### config.mk
export PLATFORM = sky130hd
export DESIGN_NAME = sorted_priority_queue_core
export DESIGN_NICKNAME = d
export VERILOG_FILES = /design/src/spq_pkg.sv /design/src/spq_ctrl.sv /design/src/spq_datapath.sv /design/src/sorted_priority_queue_core.sv
export SDC_FILE = /design/constraint.sdc
export NUM_CORES = 2
export LEC_CHECK = 0
export BUFFER_PORTS_ARGS = -buffer_cell sky130_fd_sc_hd__buf_2
export CORE_AREA = 2 2 372 411
export CTS_CLUSTER_SIZE = 20
export DETAILED_ROUTE_END_ITERATION = 10
export DIE_AREA = 0 0 374 413
export GPL_ROUTABILITY_DRIVEN = 0
export GPL_TIMING_DRIVEN = 1
export PLACE_DENSITY = 0.56
export SKIP_CTS_REPAIR_TIMING = 1
export SLEW_MARGIN = 40
export SYNTH_ARGS = -nofsm -noshare
export SYNTH_HDL_FRONTEND = slang
export SYNTH_SLANG_ARGS = --single-unit
### constraint.sdc
create_clock -name clk -period 16.8 [get_ports clk]
set_input_delay 0.84 -clock clk [delete_from_list [all_inputs] [get_ports clk]]
set_output_delay 0.84 -clock clk [all_outputs]
set_load 0.03 [all_outputs]
### src/spq_pkg.sv
// Shared types and constants for the sorted priority queue.
// Used by the controller, the datapath, the top level and the checker.
package spq_pkg;

    localparam logic       REQ_INSERT = 1'b0;
    localparam logic       REQ_REMOVE = 1'b1;

    localparam logic [1:0] ST_INSERTED = 2'd0;
    localparam logic [1:0] ST_REMOVED  = 2'd1;
    localparam logic [1:0] ST_EMPTY    = 2'd2;
    localparam logic [1:0] ST_FULL     = 2'd3;

    localparam int VALUE_W = 32;
    localparam int PRIO_W  = 16;
    localparam int FILL_W  = 5;

    // Commands from the controller to the datapath.
    typedef struct packed {
        logic       capture;
        logic       execute;
        logic       apply_insert;
        logic       apply_remove;
        logic [1:0] status;
    } spq_cmd_t;

    // Status from the datapath to the controller.
    typedef struct packed {
        logic req_remove;
        logic empty;
        logic full;
    } spq_stat_t;

endpackage

### src/spq_ctrl.sv
// Controller of the sorted priority queue: request sequencing and result handshake.
// Depends on spq_pkg.
module spq_ctrl
    import spq_pkg::*;
(
    input  logic      clk,
    input  logic      rst_n,
    input  logic      in_valid,
    output logic      in_ready,
    output logic      out_valid,
    input  logic      out_ready,
    input  spq_stat_t stat,
    output spq_cmd_t  cmd
);

    typedef enum logic
    {
        S_IDLE,
        S_EXEC
    } state_t;

    state_t state_reg;
    state_t state_next;
    logic   out_valid_reg;
    logic   out_valid_next;
    logic   out_free;

    assign in_ready  = (state_reg == S_IDLE);
    assign out_valid = out_valid_reg;
    assign out_free  = !out_valid_reg || out_ready;

    always_comb
    begin
        cmd.capture      = in_valid && (state_reg == S_IDLE);
        cmd.execute      = (state_reg == S_EXEC) && out_free;
        cmd.apply_insert = 1'b0;
        cmd.apply_remove = 1'b0;
        if (stat.req_remove == REQ_REMOVE)
        begin
            cmd.status       = stat.empty ? ST_EMPTY : ST_REMOVED;
            cmd.apply_remove = cmd.execute && !stat.empty;
        end
        else
        begin
            cmd.status       = stat.full ? ST_FULL : ST_INSERTED;
            cmd.apply_insert = cmd.execute && !stat.full;
        end

        state_next = state_reg;
        case (state_reg)
            S_IDLE:
            begin
                if (cmd.capture)
                begin
                    state_next = S_EXEC;
                end
            end
            S_EXEC:
            begin
                if (cmd.execute)
                begin
                    state_next = S_IDLE;
                end
            end
            default:
            begin
                state_next = S_IDLE;
            end
        endcase

        if (cmd.execute)
        begin
            out_valid_next = 1'b1;
        end
        else if (out_ready)
        begin
            out_valid_next = 1'b0;
        end
        else
        begin
            out_valid_next = out_valid_reg;
        end
    end

    always_ff @(posedge clk or negedge rst_n)
    begin
        if (!rst_n)
        begin
            state_reg     <= S_IDLE;
            out_valid_reg <= 1'b0;
        end
        else
        begin
            state_reg     <= state_next;
            out_valid_reg <= out_valid_next;
        end
    end

endmodule

### src/spq_datapath.sv
// Datapath of the sorted priority queue: request register, sorted slot row,
// entry count and result register. Depends on spq_pkg.
module spq_datapath
    import spq_pkg::*;
#(
    parameter int QUEUE_DEPTH = 16
)
(
    input  logic                       clk,
    input  logic                       rst_n,
    input  spq_cmd_t                   cmd,
    output spq_stat_t                  stat,
    input  logic                       req_type,
    input  logic signed [VALUE_W-1:0]  item_value,
    input  logic        [PRIO_W-1:0]   item_priority,
    output logic        [1:0]          status,
    output logic signed [VALUE_W-1:0]  out_value,
    output logic        [PRIO_W-1:0]   out_priority,
    output logic        [FILL_W-1:0]   fill_level
);

    localparam int CW = $clog2(QUEUE_DEPTH + 1);

    logic                      req_type_reg;
    logic signed [VALUE_W-1:0] req_value_reg;
    logic        [PRIO_W-1:0]  req_prio_reg;

    logic signed [VALUE_W-1:0] slot_val_reg  [QUEUE_DEPTH];
    logic signed [VALUE_W-1:0] slot_val_next [QUEUE_DEPTH];
    logic        [PRIO_W-1:0]  slot_pri_reg  [QUEUE_DEPTH];
    logic        [PRIO_W-1:0]  slot_pri_next [QUEUE_DEPTH];
    logic        [QUEUE_DEPTH-1:0] hit;
    logic        [QUEUE_DEPTH-1:0] hit_prev;

    logic [CW-1:0] cnt_reg;
    logic [CW-1:0] cnt_next;

    logic        [1:0]         status_reg;
    logic signed [VALUE_W-1:0] out_value_reg;
    logic        [PRIO_W-1:0]  out_prio_reg;
    logic        [FILL_W-1:0]  fill_reg;

    assign stat.req_remove = req_type_reg;
    assign stat.empty      = (cnt_reg == '0);
    assign stat.full       = (cnt_reg == CW'(QUEUE_DEPTH));

    // A slot is at or behind the insertion point when it is empty or holds a
    // priority no higher than the new word; the list is sorted, so this is a
    // run of zeros followed by a run of ones.
    always_comb
    begin
        for (int i = 0; i < QUEUE_DEPTH; i++)
        begin
            hit[i] = (CW'(i) >= cnt_reg) || (slot_pri_reg[i] <= req_prio_reg);
        end
        hit_prev[0] = 1'b0;
        for (int i = 1; i < QUEUE_DEPTH; i++)
        begin
            hit_prev[i] = hit[i-1];
        end
    end

    always_comb
    begin
        for (int i = 0; i < QUEUE_DEPTH; i++)
        begin
            slot_val_next[i] = slot_val_reg[i];
            slot_pri_next[i] = slot_pri_reg[i];
        end
        if (cmd.apply_insert)
        begin
            for (int i = 0; i < QUEUE_DEPTH; i++)
            begin
                if (hit[i] && !hit_prev[i])
                begin
                    slot_val_next[i] = req_value_reg;
                    slot_pri_next[i] = req_prio_reg;
                end
            end
            for (int i = 1; i < QUEUE_DEPTH; i++)
            begin
                if (hit_prev[i])
                begin
                    slot_val_next[i] = slot_val_reg[i-1];
                    slot_pri_next[i] = slot_pri_reg[i-1];
                end
            end
        end
        else if (cmd.apply_remove)
        begin
            for (int i = 0; i < QUEUE_DEPTH - 1; i++)
            begin
                slot_val_next[i] = slot_val_reg[i+1];
                slot_pri_next[i] = slot_pri_reg[i+1];
            end
        end
    end

    always_comb
    begin
        cnt_next = cnt_reg;
        if (cmd.apply_insert)
        begin
            cnt_next = cnt_reg + CW'(1);
        end
        else if (cmd.apply_remove)
        begin
            cnt_next = cnt_reg - CW'(1);
        end
    end

    always_ff @(posedge clk or negedge rst_n)
    begin
        if (!rst_n)
        begin
            cnt_reg <= '0;
        end
        else
        begin
            cnt_reg <= cnt_next;
        end
    end

    always_ff @(posedge clk)
    begin
        if (cmd.capture)
        begin
            req_type_reg  <= req_type;
            req_value_reg <= item_value;
            req_prio_reg  <= item_priority;
        end
        for (int i = 0; i < QUEUE_DEPTH; i++)
        begin
            slot_val_reg[i] <= slot_val_next[i];
            slot_pri_reg[i] <= slot_pri_next[i];
        end
        if (cmd.execute)
        begin
            status_reg    <= cmd.status;
            out_value_reg <= cmd.apply_remove ? slot_val_reg[0] : '0;
            out_prio_reg  <= cmd.apply_remove ? slot_pri_reg[0] : '0;
            fill_reg      <= FILL_W'(cnt_next);
        end
    end

    assign status       = status_reg;
    assign out_value    = out_value_reg;
    assign out_priority = out_prio_reg;
    assign fill_level   = fill_reg;

endmodule

### src/sorted_priority_queue_core.sv
// Sorted priority queue, top level: ties the controller to the slot datapath.
// Depends on spq_pkg, spq_ctrl and spq_datapath.
//
// Holds up to QUEUE_DEPTH entries sorted by descending priority; a newer entry
// goes ahead of older ones of equal priority. Each request word yields exactly
// one result word. A request is first registered and then applied, the whole
// slot row comparing and shifting in parallel; the result then sits in an
// output register, so a new request is taken while it waits, and the apply
// cycle stalls only while an earlier result is still held. A remove on an
// empty queue reports empty, and an insert on a full queue is dropped with a
// full status. fill_level carries the low five bits of the count.
module sorted_priority_queue_core
    import spq_pkg::*;
#(
    parameter int QUEUE_DEPTH = 16
)
(
    input  logic                       clk,
    input  logic                       rst_n,
    input  logic                       in_valid,
    output logic                       in_ready,
    input  logic                       req_type,
    input  logic signed [VALUE_W-1:0]  item_value,
    input  logic        [PRIO_W-1:0]   item_priority,
    output logic                       out_valid,
    input  logic                       out_ready,
    output logic        [1:0]          status,
    output logic signed [VALUE_W-1:0]  out_value,
    output logic        [PRIO_W-1:0]   out_priority,
    output logic        [FILL_W-1:0]   fill_level
);

    spq_cmd_t  cmd;
    spq_stat_t stat;

    spq_ctrl u_ctrl
    (
        .clk       (clk),
        .rst_n     (rst_n),
        .in_valid  (in_valid),
        .in_ready  (in_ready),
        .out_valid (out_valid),
        .out_ready (out_ready),
        .stat      (stat),
        .cmd       (cmd)
    );

    spq_datapath #(
        .QUEUE_DEPTH (QUEUE_DEPTH)
    ) u_datapath
    (
        .clk           (clk),
        .rst_n         (rst_n),
        .cmd           (cmd),
        .stat          (stat),
        .req_type      (req_type),
        .item_value    (item_value),
        .item_priority (item_priority),
        .status        (status),
        .out_value     (out_value),
        .out_priority  (out_priority),
        .fill_level    (fill_level)
    );

endmodule

==> flow_metrics.py <==
metrics = {
    "status": {
        "status": "finished clean",
    },
    "synth": {
        "synth_nets": 4492,
        "synth-seq-cells": 879,
        "synth_cells": 4178,
        "ys_seq_area_frac": 0.552,
        "netlist_area_mm2": 0.0477,
        "yosys.cell_types.count": 50,
        "synth_flop_cell": "edfxtp_1",
        "avgSynthCellArea_um2": 11.4,
        "synthArstFlopShare": 0.00796,
        "synth_edf_count": 872,
        "yosys_warnings": 0,
    },
    "detailed_routing": {
        "totalWireLength_um": 152000,
        "routedWlPerCell_um": 24.4,
        "drc": 0,
        "drt-initial-drc-count": 3110,
        "antenna_left": 0,
        "via_count": 33700,
        "drtPass1Iterations": 5,
        "vias_per_cell": 5.40,
    },
    "hold_path": {
        "hp-start": "item_value[19]",
        "hold_path.class": "in -> reg",
        "whs_endpoint": "u_datapath.req_value_reg[19]$_DFFE_PP_",
        "whs_path_depth": 1,
    },
    "floorplan": {
        "start_util": 0.317,
        "coreArea_mm2": 0.151,
        "num_rows": 150,
        "io_pins": 110,
        "dieHeight_um": 413,
        "die_area_mm2": 0.154,
        "die-width_um": 374,
    },
    "sta": {
        "hold_viol": 0,
        "period_needed_ps": 5270,
        "rsz0062_at_grt": "no",
        "clock_skew_ps": 53.7,
        "fmax_mhz": 190,
        "finalCritPeriodShare": 0.314,
        "tns_ps": 0,
        "slew_headroom": 0.338,
        "finalSetupViolCount": 0,
        "worst_slew_pin_slew_ps": 991,
        "slew_violations": 0,
        "holdWs_ps": 282,
    },
    "cells_and_area": {
        "post-route-util": 0.358,
        "final_common_cell": "edfxtp_1",
        "layout.cells.non_filler": 6232,
        "area_growth_pct": 12.9,
        "most-common-layout-cells": "872 x edfxtp_1, 672 x mux2i_1, 651 x nand2_1",
        "fin_nets": 4490,
        "largest_register_ffs": 512,
        "fill_cells": 14800,
        "drive_gt1_frac": 0.0971,
    },
    "place": {
        "io_buffers": 109,
        "placed_cells": 6049,
        "dp_hpwl_um": 101000,
    },
    "cts": {
        "cts.clk_slew.worst_paths_ps": 70,
        "cts_made_buffers": 98,
        "clock_latency_ps": 730,
        "clock-sinks": 879,
        "cts_buffer_depth": 3,
        "ctsHtreeMaxLevel": 3,
        "cts-root-buf": "clkbuf_16",
        "cts_tree": "built",
    },
    "setup_path": {
        "crit_arrival_ps": 5590,
        "endpoint_kind": "register",
        "crit_fanout": 36,
        "worst-r2r-cell-count": 9,
        "r2r_slack_ps": 11530,
        "worst_r2r_endpoint": "u_datapath.slot_pri_reg[1][69]$_DFFE_PP_",
        "criticalPathCategory": "reg -> reg",
        "worstPathRequired_ps": 17110,
        "start_kind": "register",
        "worstReg2RegStart": "u_datapath.req_prio_reg[15]$_DFFE_PP_",
    },
    "run": {
        "cap_violations": 0,
    },
    "global_route": {
        "grt.total_usage": 0.193,
        "grt_pass1_wl_um": 225000,
        "grt_overflow": 0,
        "antenna_found_initial": 5,
        "grt_start_max_net_pins": 146,
        "first_global_vias": 33700,
    },
    "power": {
        "vdd_drop_max_mv": 0.0881,
        "leakage_nw": 21.0,
        "power_density_mw_per_mm2": 153,
    },
}
==> where the power goes <==
| part | switching (mW) | leakage (nW) | internal, mW | total, mW |
|---|---|---|---|---|
| Combinational | 1.69 | 11.2 | 0.965 | 2.66 |
| Sequential | 0.372 | 8.28 | 3.07 | 3.44 |
| Clock | 0.945 | 1.52 | 1.21 | 2.16 |
==> critical path, stage by stage (launching register included) <==
cell and delay (ps):
edfxtp_1 710, inv_1 480, ha_1 460, nand4_1 470, nor4_1 540, or2_2 210, a31oi_4 30, buf_4 340
a31oi_4 810, buf_4 750
==> cell usage after synthesis (8+ instances only) <==
master     count  share of area
a21oi_1      303          0.032
and2_1        49         0.0064
nor4_1        11         0.0014
mux2_2        48          0.011
nand2_1      652          0.051
a2bb2oi_1     10         0.0018
nand3_1       22         0.0023
o21ai_0      462          0.048
buf_2         65         0.0068
ha_1         261          0.068
a31oi_1       18         0.0024
edfxtp_1     872           0.55
a2111o_1       8         0.0019
nor2_1       220          0.017
nand4_1       54         0.0071
clkbuf_1     204          0.016
inv_1         37         0.0029
nor2b_1       16         0.0021
a21o_1        12         0.0019
o211ai_1      15         0.0024
mux2i_1      672           0.14
o21ai_1       62         0.0065
buf_4         15         0.0024
o21a_1        10         0.0016
==> through the flow <==
stage,area (um2),power (mW),setup WS [ps]
detailed placement,50700,6.11,11360
global placement,50400,6.05,11240
finish,53900,8.25,11530
floorplan,47700,5.14,10530
global route,53900,8.63,11430
CTS,53800,8.28,11280
==> layer usage <==
layer	part of all wire	routed length [um]	global-route usage	vias to the layer above
li1	-	-	-	15500
met1	0.44	66100	0.255	16900
met2	0.47	71500	0.318	1028
met3	0.052	7850	0.0258	266
met4	0.042	6440	0.0783	2
met5	0.000086	13	0	-
==> worst max path at each step <==
stage	endpoint	from	cells past startpoint
floorplan	u_datapath.slot_pri_reg[0][0]$_DFFE_PP_	u_datapath.req_prio_reg[14]$_DFFE_PP_	9
global placement	u_datapath.slot_pri_reg[0][67]$_DFFE_PP_	u_datapath.req_prio_reg[13]$_DFFE_PP_	10
detailed placement	u_datapath.slot_val_reg[5][17]$_DFFE_PP_	u_datapath.req_prio_reg[13]$_DFFE_PP_	10
CTS	u_datapath.slot_pri_reg[0][84]$_DFFE_PP_	u_datapath.req_prio_reg[13]$_DFFE_PP_	10
global route	u_datapath.slot_pri_reg[1][69]$_DFFE_PP_	u_datapath.req_prio_reg[13]$_DFFE_PP_	9
finish	u_datapath.slot_pri_reg[1][69]$_DFFE_PP_	u_datapath.req_prio_reg[15]$_DFFE_PP_	9
==> kinds of logic (layout without fill, tap and decap cells) <==
logic type,Yosys count,after routing,synth area share
other,0,1,0
DFF,879,879,0.552
muxes,720,720,0.152
and+or+nand+nor,1047,1047,0.0911
buffers and inverters,334,411,0.0301
AOI/OAI and AO/OA,932,932,0.105
xor gates and xnor gates,5,5,0.000917
adders and majority gates,261,261,0.0684
==> area by class of cell <==
class	instances	area [um2]	share of cell area
sequential	879	26400	0.489
multi-input combinational	2965	20400	0.378
clock buffer	124	2570	0.0477
tap	1976	2470	0.0459
timing repair buffer	195	1410	0.0261
clock inverter	55	566	0.0105
inverter	37	139	0.00258
antenna	1	2.50	0.0000464
Power figures use the tool's default switching activity.
